`src/hdl/akrt_pkg.sv`:
```
// Shared types, constants and register codes for the analog key rapid trigger unit.
`timescale 1ns / 1ps

package akrt_pkg;

  localparam int NUM_KEYS = 64;
  localparam int SAMPLE_BITS = 12;
  localparam int KEY_FIELD_BITS = 6;
  localparam int VALUE_FIELD_BITS = 12;
  localparam int KEY_BITS = (NUM_KEYS > 1) ? $clog2(NUM_KEYS) : 1;
  localparam int CFG_DATA_BITS = 12;
  localparam int CFG_INDEX_BITS = 3;
  localparam int CMP_BITS = SAMPLE_BITS + 2;

  localparam logic [1:0] MODE_STATIC = 2'd0;
  localparam logic [1:0] MODE_DYNAMIC = 2'd1;
  localparam logic [1:0] MODE_CONTINUOUS = 2'd2;

  localparam logic [CFG_INDEX_BITS-1:0] REG_ACTUATION_MODE = 3'd0;
  localparam logic [CFG_INDEX_BITS-1:0] REG_TRIP_LEVEL = 3'd1;
  localparam logic [CFG_INDEX_BITS-1:0] REG_PRESS_MARGIN = 3'd2;
  localparam logic [CFG_INDEX_BITS-1:0] REG_RELEASE_MARGIN = 3'd3;
  localparam logic [CFG_INDEX_BITS-1:0] REG_RISE_DELTA = 3'd4;
  localparam logic [CFG_INDEX_BITS-1:0] REG_FALL_DELTA = 3'd5;

  typedef struct packed {
    logic [KEY_FIELD_BITS-1:0]   key_index;
    logic [VALUE_FIELD_BITS-1:0] key_value;
  } in_item_t;

  typedef struct packed {
    logic [KEY_FIELD_BITS-1:0]   key_id;
    logic                        pressed;
    logic                        changed;
    logic [VALUE_FIELD_BITS-1:0] peak_value;
  } out_item_t;

  typedef struct packed {
    logic                   pressed;
    logic                   armed;
    logic [SAMPLE_BITS-1:0] extremum;
  } key_state_t;

  typedef struct packed {
    logic [1:0]  actuation_mode;
    logic [11:0] trip_level;
    logic [11:0] press_margin;
    logic [11:0] release_margin;
    logic [11:0] rise_delta;
    logic [11:0] fall_delta;
  } cfg_t;

endpackage

```
`src/hdl/akrt_state_mem.sv`:
```
// Per-key state memory with registered read, reset valid bits and same-cycle write bypass.
`timescale 1ns / 1ps

module akrt_state_mem
  import akrt_pkg::*;
(
  input  logic                clk,
  input  logic                rst,
  input  logic                rd_en,
  input  logic [KEY_BITS-1:0] rd_addr,
  output key_state_t          rd_data,
  input  logic                wr_en,
  input  logic [KEY_BITS-1:0] wr_addr,
  input  key_state_t          wr_data
);

  key_state_t           mem [NUM_KEYS];
  logic [NUM_KEYS-1:0]  entry_valid;
  key_state_t           mem_q;
  logic                 valid_q;
  logic                 bypass_q;
  key_state_t           bypass_data;

  always_ff @(posedge clk) begin
    if (wr_en) begin
      mem[wr_addr] <= wr_data;
    end
    if (rd_en) begin
      mem_q <= mem[rd_addr];
      bypass_data <= wr_data;
    end
  end

  always_ff @(posedge clk) begin
    if (rst) begin
      entry_valid <= '0;
      valid_q <= 1'b0;
      bypass_q <= 1'b0;
    end else begin
      if (wr_en) begin
        entry_valid[wr_addr] <= 1'b1;
      end
      if (rd_en) begin
        valid_q <= entry_valid[rd_addr];
        bypass_q <= wr_en && (wr_addr == rd_addr);
      end
    end
  end

  always_comb begin
    if (bypass_q) begin
      rd_data = bypass_data;
    end else if (valid_q) begin
      rd_data = mem_q;
    end else begin
      rd_data = '0;
    end
  end

endmodule

```
`src/hdl/akrt_update.sv`:
```
// Next-state logic for one key in the static, dynamic and continuous actuation modes.
`timescale 1ns / 1ps

module akrt_update
  import akrt_pkg::*;
(
  input  cfg_t                   cfg,
  input  key_state_t             cur,
  input  logic [SAMPLE_BITS-1:0] value,
  output key_state_t             nxt
);

  logic signed [CMP_BITS-1:0] v;
  logic signed [CMP_BITS-1:0] ext;
  logic signed [CMP_BITS-1:0] ap;
  logic                       above_point;
  key_state_t                 rt;

  always_comb begin
    v = signed'(CMP_BITS'(value));
    ext = signed'(CMP_BITS'(cur.extremum));
    ap = signed'(CMP_BITS'(cfg.trip_level));
    above_point = v > ap;

    rt = cur;
    if (cur.pressed) begin
      if (v > ext) begin
        rt.extremum = value;
      end else if (v < ext - signed'(CMP_BITS'(cfg.fall_delta))) begin
        rt.pressed = 1'b0;
        rt.extremum = value;
      end
    end else begin
      if (v < ext) begin
        rt.extremum = value;
      end else if (v > ext + signed'(CMP_BITS'(cfg.rise_delta))) begin
        rt.pressed = 1'b1;
        rt.extremum = value;
      end
    end

    nxt = cur;
    case (cfg.actuation_mode)
      MODE_STATIC: begin
        if (cur.pressed) begin
          if (v < ap - signed'(CMP_BITS'(cfg.release_margin))) begin
            nxt.pressed = 1'b0;
          end
        end else begin
          if (v > ap + signed'(CMP_BITS'(cfg.press_margin))) begin
            nxt.pressed = 1'b1;
          end
        end
      end
      MODE_DYNAMIC: begin
        if (above_point) begin
          nxt = rt;
        end else begin
          nxt.pressed = 1'b0;
          if (v > ext) begin
            nxt.extremum = value;
          end
        end
      end
      MODE_CONTINUOUS: begin
        if (cur.armed) begin
          nxt = rt;
          if (value == '0) begin
            nxt = '0;
          end
        end else if (above_point) begin
          nxt.pressed = 1'b1;
          nxt.extremum = value;
          nxt.armed = 1'b1;
        end
      end
      default: begin
        nxt = cur;
      end
    endcase
  end

endmodule

```
`src/hdl/analog_key_rapid_trigger_unit.sv`:
```
// Top level of the analog key rapid trigger unit: configuration, pipeline and output register.
`timescale 1ns / 1ps
//
// Each input transfer carries one travel sample for one key. The unit keeps,
// per key, a pressed bit, an extremum and a continuous-mode armed flag in a
// 64-entry state memory, and returns exactly one result per sample with the
// key's new pressed state, whether it changed and the extremum after the step.
// An accepted sample reads the memory when it is accepted; when the update
// stage commits, the state is updated, written back and loaded into the
// output register, which then offers the result. Back-to-back samples to the
// same key are forwarded around the memory, so one sample per cycle is taken
// while the receiver does not stall; throughput is one sample per clock then,
// set by the single read-modify-write of the state memory. When the receiver
// stalls, the output register holds its result and one further sample may
// wait in the update stage; in_ready then drops until out_ready returns.
// Reset clears all key state through per-entry valid bits at once and loads
// the register defaults: static mode, actuation point 2048, zero hysteresis,
// sensitivities 64. Configuration writes take effect at the next edge. The
// user must make them while the unit is idle; the unit does not enforce it.

module analog_key_rapid_trigger_unit
  import akrt_pkg::*;
(
  input  logic                      clk,
  input  logic                      rst,
  input  logic                      in_valid,
  output logic                      in_ready,
  input  in_item_t                  in_data,
  output logic                      out_valid,
  input  logic                      out_ready,
  output out_item_t                 out_data,
  input  logic                      cfg_we,
  input  logic [CFG_INDEX_BITS-1:0] cfg_index,
  input  logic [CFG_DATA_BITS-1:0]  cfg_data
);

  cfg_t                      cfg;
  logic                      in_fire;
  logic                      commit;
  logic                      s1_valid;
  logic [KEY_FIELD_BITS-1:0] s1_key;
  logic [SAMPLE_BITS-1:0]    s1_value;
  logic                      s1_in_range;
  logic                      in_range;
  key_state_t                cur_state;
  key_state_t                new_state;
  out_item_t                 result;

  always_ff @(posedge clk) begin
    if (rst) begin
      cfg.actuation_mode <= MODE_STATIC;
      cfg.trip_level <= 12'd2048;
      cfg.press_margin <= 12'd0;
      cfg.release_margin <= 12'd0;
      cfg.rise_delta <= 12'd64;
      cfg.fall_delta <= 12'd64;
    end else if (cfg_we) begin
      case (cfg_index)
        REG_ACTUATION_MODE: cfg.actuation_mode <= cfg_data[1:0];
        REG_TRIP_LEVEL:     cfg.trip_level <= cfg_data;
        REG_PRESS_MARGIN:   cfg.press_margin <= cfg_data;
        REG_RELEASE_MARGIN: cfg.release_margin <= cfg_data;
        REG_RISE_DELTA:     cfg.rise_delta <= cfg_data;
        REG_FALL_DELTA:     cfg.fall_delta <= cfg_data;
        default: begin
        end
      endcase
    end
  end

  assign commit = s1_valid && (!out_valid || out_ready);
  assign in_ready = !s1_valid || commit;
  assign in_fire = in_valid && in_ready;
  assign in_range = {1'b0, in_data.key_index} < (KEY_FIELD_BITS + 1)'(NUM_KEYS);

  always_ff @(posedge clk) begin
    if (rst) begin
      s1_valid <= 1'b0;
    end else if (in_fire) begin
      s1_valid <= 1'b1;
    end else if (commit) begin
      s1_valid <= 1'b0;
    end
  end

  always_ff @(posedge clk) begin
    if (in_fire) begin
      s1_key <= in_data.key_index;
      s1_value <= in_data.key_value[SAMPLE_BITS-1:0];
      s1_in_range <= in_range;
    end
  end

  akrt_state_mem u_state_mem (
    .clk     (clk),
    .rst     (rst),
    .rd_en   (in_fire),
    .rd_addr (in_data.key_index[KEY_BITS-1:0]),
    .rd_data (cur_state),
    .wr_en   (commit && s1_in_range),
    .wr_addr (s1_key[KEY_BITS-1:0]),
    .wr_data (new_state)
  );

  akrt_update u_update (
    .cfg   (cfg),
    .cur   (cur_state),
    .value (s1_value),
    .nxt   (new_state)
  );

  always_comb begin
    result.key_id = s1_key;
    if (s1_in_range) begin
      result.pressed = new_state.pressed;
      result.changed = new_state.pressed ^ cur_state.pressed;
      result.peak_value = VALUE_FIELD_BITS'(new_state.extremum);
    end else begin
      result.pressed = 1'b0;
      result.changed = 1'b0;
      result.peak_value = '0;
    end
  end

  always_ff @(posedge clk) begin
    if (rst) begin
      out_valid <= 1'b0;
    end else if (commit) begin
      out_valid <= 1'b1;
    end else if (out_ready) begin
      out_valid <= 1'b0;
    end
  end

  always_ff @(posedge clk) begin
    if (commit) begin
      out_data <= result;
    end
  end

endmodule

```
`config.mk`:
```
export PLATFORM = sky130hd
export DESIGN_NAME = analog_key_rapid_trigger_unit
export DESIGN_NICKNAME = d
export VERILOG_FILES = /design/src/hdl/akrt_pkg.sv /design/src/hdl/akrt_state_mem.sv /design/src/hdl/akrt_update.sv /design/src/hdl/analog_key_rapid_trigger_unit.sv
export SDC_FILE = /design/constraint.sdc
export NUM_CORES = 1
export LEC_CHECK = 0
export ABC_AREA = 0
export ABC_CLOCK_PERIOD_IN_PS = 7830
export BUFFER_PORTS_ARGS = -buffer_cell sky130_fd_sc_hd__buf_2
export CORE_MARGIN = 2
export CORE_UTILIZATION = 57
export DETAILED_ROUTE_END_ITERATION = 6
export GPL_TIMING_DRIVEN = 0
export PLACE_DENSITY = 0.87
export SLEW_MARGIN = 20
export SYNTH_ARGS = -nofsm -noshare
export SYNTH_HDL_FRONTEND = slang
export SYNTH_SLANG_ARGS = --single-unit
```
`constraint.sdc`:
```
create_clock -name clk -period 7.83 [get_ports clk]
set_input_delay 0.3915 -clock clk [delete_from_list [all_inputs] [get_ports clk]]
set_output_delay 0.3915 -clock clk [all_outputs]
set_load 0.1 [all_outputs]
```
==> results of run 1 <==
-- registers in the layout, summed over array words and instances, names as in the netlist, 6 cells and up --
register,cells
s1_value,12
u_state_mem.entry_valid,64
s1_key,6
cfg,62
u_state_mem.bypass_data,14
u_state_mem.mem,896
u_state_mem.mem_q,14
out_data,20
-- placed cells by master (no fill, tap or decap), types with 15 or more instances in the layout --
cell	synthesis	routed
clkbuf_16	0	104
ha_1	124	124
buf_4	15	15
buf_6	5	18
edfxtp_1	962	962
mux4_2	315	315
xnor2_1	25	25
nor2b_1	15	15
nand2_1	162	162
buf_12	0	16
nand3_1	23	23
xor2_1	19	19
dfxtp_1	130	130
nor2_2	0	64
buf_2	11	67
a21oi_1	117	116
dlygate4sd3_1	0	18
nor2_1	217	153
a21o_1	20	20
clkbuf_8	0	17
clkinv_2	0	17
inv_1	65	64
o21ai_0	34	32
clkbuf_1	65	95
-- tightest hold or removal path, cell delays in order --
cell and delay (ns):
buf_2 0.14, nand2_1 0.06, a21oi_1 0.05
-- through the flow --
step                instances  area (µm²)  power [W]  hold slack, ns  utilization
finish                   3861       51600     0.0121          0.0586        0.656
global route             3858       51500     0.0123          0.0321        0.656
CTS                      3857       51500     0.0120          0.0223        0.656
detailed placement       3647       48000    0.00709           0.442        0.610
global placement         3598       46600    0.00704           0.443        0.593
floorplan                2492       45000    0.00686           0.424            -
-- worst min path at each step --
stage | start | to | slack, ns
floorplan | s1_key[3]$_DFFE_PP_ | out_data[17]$_DFFE_PP_ | 0.42
global placement | cfg[28]$_SDFFE_PP0P_ | cfg[28]$_SDFFE_PP0P_ | 0.44
detailed placement | s1_key[3]$_DFFE_PP_ | out_data[17]$_DFFE_PP_ | 0.44
CTS | in_data[15] | s1_key[3]$_DFFE_PP_ | 0.02
global route | in_data[15] | s1_key[3]$_DFFE_PP_ | 0.03
finish | cfg_data[11] | cfg[35]$_SDFFE_PP0P_ | 0.06
-- power groups by stage --
stage                     sequential (W)  clock, W  combinational [W]
after floorplan                  0.00649         0           0.000375
after global placement           0.00647         0           0.000567
after detailed placement         0.00647         0           0.000623
after CTS                        0.00634   0.00506           0.000644
after global routing             0.00634   0.00526           0.000693
final                            0.00634   0.00507           0.000666
-- layer usage --
layer  track usage  vias up  part of all wire  wire length (µm)
met1         0.403    13400              0.33             42500
met3        0.0926      656              0.13             16300
met2         0.516     2483              0.48             62300
li1              -    10400                 -                 -
met5       0.00291        -            0.0016               207
met4         0.168       24             0.069              9000
-- logic make-up after synthesis --
kind of cell	Yosys count
XOR/XNOR	44
AO/OA/AOI/OAI	259
AND/OR/NAND/NOR	477
adder cells (fa/ha/maj)	128
buffers and inverters	173
multiplexers	319
flip-flops	1092
-- cell usage after synthesis (all sizes together) (15+ instances only) --
master	count
nor2b	15
nand2	162
a21oi	118
mux4	315
a21o	20
clkbuf	65
nand3	23
xnor2	25
inv	65
buf	43
ha	124
a22oi	15
nor2	217
o21ai	34
xor2	19
edfxtp	962
dfxtp	130
-- area by class of cell --
class	count	share of cell area
flip-flops and latches	1092	0.611
multi-input cells	1227	0.256
clock buffers	152	0.0573
repair buffers	123	0.0267
well taps	1050	0.0255
plain buffers	108	0.00997
clock inverters	40	0.00876
inverters	65	0.00473
diodes	4	0.000194
-- repair_timing --
| action | CTS | global route |
|---|---|---|
| endpoints found under the setup margin | 92 | 92 |
| resized for setup | 1 | 1 |
| hold buffers | 18 | 0 |
| cloned | 0 | 0 |
| endpoints found under the hold margin | 18 | 0 |
==> impl_results.md, run 1 <==
* First-pass GRT wire length at roughly 190000 µm
* Clk pin slew, worst setup/hold paths at around 0.07 ns
* Port Buffer Count at 56
* Period utilization at 0.956
* Post-Place Worst Slack at -0.0312 ns
* DRC violations left at 12
* R2R Path End: u_state_mem.mem[20][10]$_DFFE_PP_
* R2r setup slk at ~0.34 ns
* CP Capture Type: flop
* Maximum clock path buffer count at 3
* RSZ-0062 raised after global routing: false
* Worst flop-to-flop path startpoint: u_state_mem.bypass_q$_SDFFE_PP0P_
* WP data required at around 8.2 ns
* Post-Synth XOR/XNOR Area at 0.00856
* Synth area leaders: edfxtp_1, mux4_2, dfxtp_1
* Die area at a little over 80000 µm²
* Clk_lat worst skew at a little over 0.7 ns
* Mux contribution to synthesized area at 0.158
* Congestion Overflow GR at 0
* Post-Synth Simple-Gate Area at 0.0445
* Seq pwr share at 0.525
* Initial antenna violation count at 15
* Root Buffer: clkbuf_16
* CP max-delay cell: a2111oi_1
* Post-synthesis register bit count at between 1000 and 1500
* Syn_nets at around 2700
* Switching power at about 0.0027 W
* Detailed placement HPWL at 79400 µm
* Status: complete, but fails checks
* Failing checks: DRC
* Power Density at 234 nW/µm²
* Most common cell on crit path: a21o_1
* Area taken by multi-input logic gates at roughly 13000 µm²
* Synth Area in Compound Gates at 0.0364
* Max-slew violation count at 0
* Worst slew margin at 0.268
* IO Count at 60
* Final #Nets at around 2900
* Worst-path maximum fanout at 29
* Synthesized cell area at about 45000 µm²
* Vias in the first global route at about 27000
* Synth Instances at approximately 2500
* CP startpoint kind: flop
* Area Overhead vs Synth at 14.5%
* Sink Count at 1092
* Worst hold path depth at 3
* Share of layout cells above drive strength 1 at 0.248
* DRT iter0 DRCs at around 4600
* P_int at just over 0.009 W
* Global Route Usage Sum at 0.322
* Crit-path max cell delay at roughly 0.75 ns
* IR drop worst, VDD at between 200 and 300 µV
* Synth top area share at 0.641
* Critical path arrival at roughly 8 ns
* Critical path origin: u_state_mem.bypass_q$_SDFFE_PP0P_
* Die height at about 290 µm
* Die width at about 290 µm
* Clock power frac at 0.420
* DRT Wirelength at 130000 µm
* Part of the power in combinational logic at 0.055
* # setup viols final at 0
* Final Skew at about 0.075 ns
* Highest achievable clock rate at 134 MHz
* H-Tree Depth at 3
* Min-Delay Path Class: in -> reg
* Site Rows at between 100 and 150
* Register area at around 31000 µm²
* Tightest Pin Transition at between 1 and 1.5 ns
* WS Path Type: reg -> reg
* Fillers at between 4000 and 5000
* CTS tree: done
* Fraction of registers with async set/reset at 0
* Unique masters post-synth at 65
* Synth Area per Inst at about 18 µm²
* Final Critical Period at ~7.5 ns
* Maxcap violations at 0
* Largest net degree at the start of global routing at 38
* EDFF count, synth at 962
* Antenna Nets Post-Route at 0
* Stages on worst setup path at 26
* Synth Flop Type: edfxtp_1
* Starting Density at 0.573
* Lkg Pwr at 18.6 nW
* Final hold violations at 0
* Yosys warns at 0
* DR WL/cell at 33.8 µm
* Final Wtd Congestion at between 0.9 and 1
* Sum of negative setup slack at 0 ns
* Register area share after synthesis at 0.699
* Buf+Inv Stages, Crit Path at 6
* Worst r2r path cells at 26
* Post-CTS setup buffers at 0
* Worst setup slack after layout at roughly 0.34 ns
* Critical Path End: u_state_mem.mem[20][10]$_DFFE_PP_
* TritonCTS Buffers at 101
* CORE AREA at between 70000 and 80000 µm²
* Crit path max-delay family: compound AO/OA/AOI/OAI gates
* Drt pass-1 iters at 7
* Post-Synth Adder-Cell Area at 0.0362
* Sw Ratio at 0.225
* Largest family of logic cells by synthesized area: multiplexers
* Vias per std cell at 6.99
* Area leader, netlist: edfxtp_1
* DR vias at 27000
(Power assumes the default switching activity.)
==> inputs of run 2 (changes only) <==
- ABC_CLOCK_PERIOD_IN_PS: 7830 -> 7400
- CORE_UTILIZATION: 57 -> 63
- PLACE_DENSITY: 0.87 -> 0.91
- REMOVE_ABC_BUFFERS: not set -> 1
- clock period: 7.83 -> 7.4 ns (I/O delays scaled with it)
==> run 2 against run 1 <==
The run now ends clean; worst hold slack worse by 0.0045 ns; fmax up 5.7%; clock-buffer cell count down 17; non-clock buffer count down 115; sequential share of layout area up 0.31 points; global-route usage up 4.0 points.
==> impl_results.md, run 2 (synthesis gave the netlist of run 1 again) <==
* Sink Count at about 1100
* Port Buffer Count at a little under 60
* DR vias at ~27000
* Die width at ~270 µm
* Detailed placement HPWL at about 72000 µm
* IO Count at 60
* Die height at 271 µm
* Final hold violations at 0
* Period utilization at 0.957
* DRT Wirelength at about 130000 µm
* Biggest register: u_state_mem.mem
* Final Wtd Congestion at ~0.91
* DRT iter0 DRCs at around 4400
* Worst setup slack after layout at roughly 0.32 ns
* Most common cell on crit path: a21o_1
* R2R Path End: u_state_mem.mem[17][8]$_DFFE_PP_
* CP Capture Type: flop
* Area Overhead vs Synth at 13.9%
* Maximum clock path buffer count at 3
* Critical Path End: u_state_mem.mem[17][8]$_DFFE_PP_
* H-Tree Depth at 3
* Worst hold path depth at 3
* Commonest non-fill, non-tap cells in the layout: edfxtp_1, mux4_2, nand2_1
* Vias per std cell at 7.35
* Worst flop-to-flop path startpoint: u_state_mem.bypass_q$_SDFFE_PP0P_
* Crit-path max cell delay at roughly 0.65 ns
* Fillers at about 3700
* Site Rows at approximately 100
* Root Buffer: clkbuf_16
* Lkg Pwr at ~19 nW
* Final core utilization at 0.721
* Share of layout cells above drive strength 1 at 0.256
* Worst-path maximum fanout at 34
* WS Path Type: reg -> reg
* Final Critical Period at just over 7 ns
* Clk pin slew, worst setup/hold paths at ~0.060 ns
* TritonCTS Buffers at 104
* Largest net degree at the start of global routing at 107
* Final #Nets at 2772
* Post-Place Worst Slack at -0.507 ns
* CORE AREA at around 70000 µm²
* Drt pass-1 iters at 6
* RSZ-0062 raised after global routing: false
* Maxcap violations at 0
* Total chip power at around 0.013 W
* Sum of negative setup slack at 0 ns
* Power Density at roughly 260 nW/µm²
* Die area at between 70000 and 80000 µm²
* IR drop worst, VDD at around 430 µV
* Worst r2r path cells at 22
* Final Skew at around 0.10 ns
* CP startpoint kind: flop
* Min-Delay Path Class: in -> reg
* Status: finished, final reports clean
* Initial antenna violation count at 13
* Max reg flops at between 800 and 900
* R2r setup slk at 0.32 ns
* Starting Density at 0.633
* Highest achievable clock rate at around 140 MHz
* CTS tree: done
* # setup viols final at 0
* Min Hold Slack at about 0.054 ns
* Critical path arrival at roughly 7.6 ns
* Antenna Nets Post-Route at 0
* Clk_lat worst skew at 0.73 ns
* Biggest regs: u_state_mem.mem (896), u_state_mem.entry_valid (64), cfg (62)
* Global Route Usage Sum at 0.362
* First-pass GRT wire length at about 190000 µm
* Worst slew margin at 0.266
* Critical path origin: u_state_mem.bypass_q$_SDFFE_PP0P_
* Tightest Pin Transition at about 1.1 ns
* Max-slew violation count at 0
* Worst-path cell chain: nor2b_2 -> a22oi_1 -> inv_1 -> ha_1 -> a21o_1 -> a21o_1 -> a21o_1 -> a21o_1 -> a21oi_1 -> o21ai_0 -> nor2_1 -> xor2_1 -> ha_1 -> nand3_1 -> or2_2 -> a21oi_1 -> o211ai_1 -> a2111oi_0 -> o32a_1 -> a31o_2 -> o2bb2ai_4 -> buf_16
* DRC violations left at 0
* Congestion Overflow GR at 0
* WP data required at between 7 and 8 ns
* CP max-delay cell: a22oi_1
* Vias in the first global route at 26700
* DR WL/cell at between 30 and 40 µm
* Most common cell after layout, fill and taps aside: edfxtp_1
[run 2: changes by cell type in the layout (fill, tap and decap cells not counted), moves of 10 or more]
cell	delta
buf_16	+10
buf_4	-13
buf_1	-12
clkinv_2	+12
buf_2	-13
clkbuf_1	-82
[run 2: cell type report]
cell class | count | area, µm² | share of cell area
diodes | 6 | 15.0 | 0.000293
clock inverters | 61 | 739 | 0.0144
repair buffers | 116 | 1390 | 0.0271
inverters | 65 | 244 | 0.00476
flip-flops and latches | 1092 | 31500 | 0.614
multi-input cells | 1227 | 13200 | 0.258
well taps | 950 | 1190 | 0.0232
clock buffers | 135 | 3000 | 0.0585
[run 2: per-stage QoR]
step           instance area (µm²)  instances
6_report                     51300       3652
5_1_grt                      51300       3646
4_1_cts                      51300       3646
3_5_place_dp                 47300       3434
3_3_place_gp                 46000       3393
2_1_floorplan                44500       2384
[run 2: worst min path at each step]
stage / slack (ns) / endpoint / startpoint
5_1_grt: 0.04 / cfg[30]$_SDFFE_PP0P_ / cfg_data[6]
4_1_cts: 0.02 / cfg[54]$_SDFFE_PP0P_ / cfg_data[6]
6_report: 0.05 / cfg[8]$_SDFFE_PP0P_ / cfg_data[8]
3_5_place_dp: 0.45 / cfg[33]$_SDFFE_PP0P_ / cfg[33]$_SDFFE_PP0P_
3_3_place_gp: 0.44 / cfg[25]$_SDFFE_PP0P_ / cfg[25]$_SDFFE_PP0P_
2_1_floorplan: 0.43 / u_state_mem.valid_q$_SDFFE_PP0P_ / u_state_mem.valid_q$_SDFFE_PP0P_
[run 2: critical path, delay by kind of cell (launching register included)]
family                   cells  cell delay [ns]
buffers and inverters        2             0.44
AO/OA/AOI/OAI               13             4.25
flip-flops                   1             0.64
XOR/XNOR                     1             0.10
adder cells (fa/ha/maj)      2             0.58
AND/OR/NAND/NOR              4             0.84
[run 2: power by group]
| part | internal [W] | switching, W | leakage, nW |
|---|---|---|---|
| Sequential | 0.00667 | 0.0000480 | 11.4 |
| Combinational | 0.000258 | 0.000406 | 5.30 |
| Clock | 0.00332 | 0.00254 | 1.85 |
| Total | 0.0102 | 0.00299 | 18.5 |
[run 2: routing by layer]
| metal | vias to the layer above | part of all wire | track usage |
|---|---|---|---|
| met2 | 2509 | 0.48 | 0.578 |
| met3 | 615 | 0.12 | 0.0907 |
| met5 | - | 0.00093 | 0 |
| met4 | 18 | 0.068 | 0.194 |
| met1 | 13500 | 0.33 | 0.465 |
| li1 | 10200 | - | - |
[run 2: what timing repair did]
action                     in CTS  in global routing
setup endpoints to repair     660                726
gates resized for setup         2                  2
hold buffers                   14                  0
pin swaps                       1                  0
setup buffers                   2                  0
hold endpoints to repair       22                  0
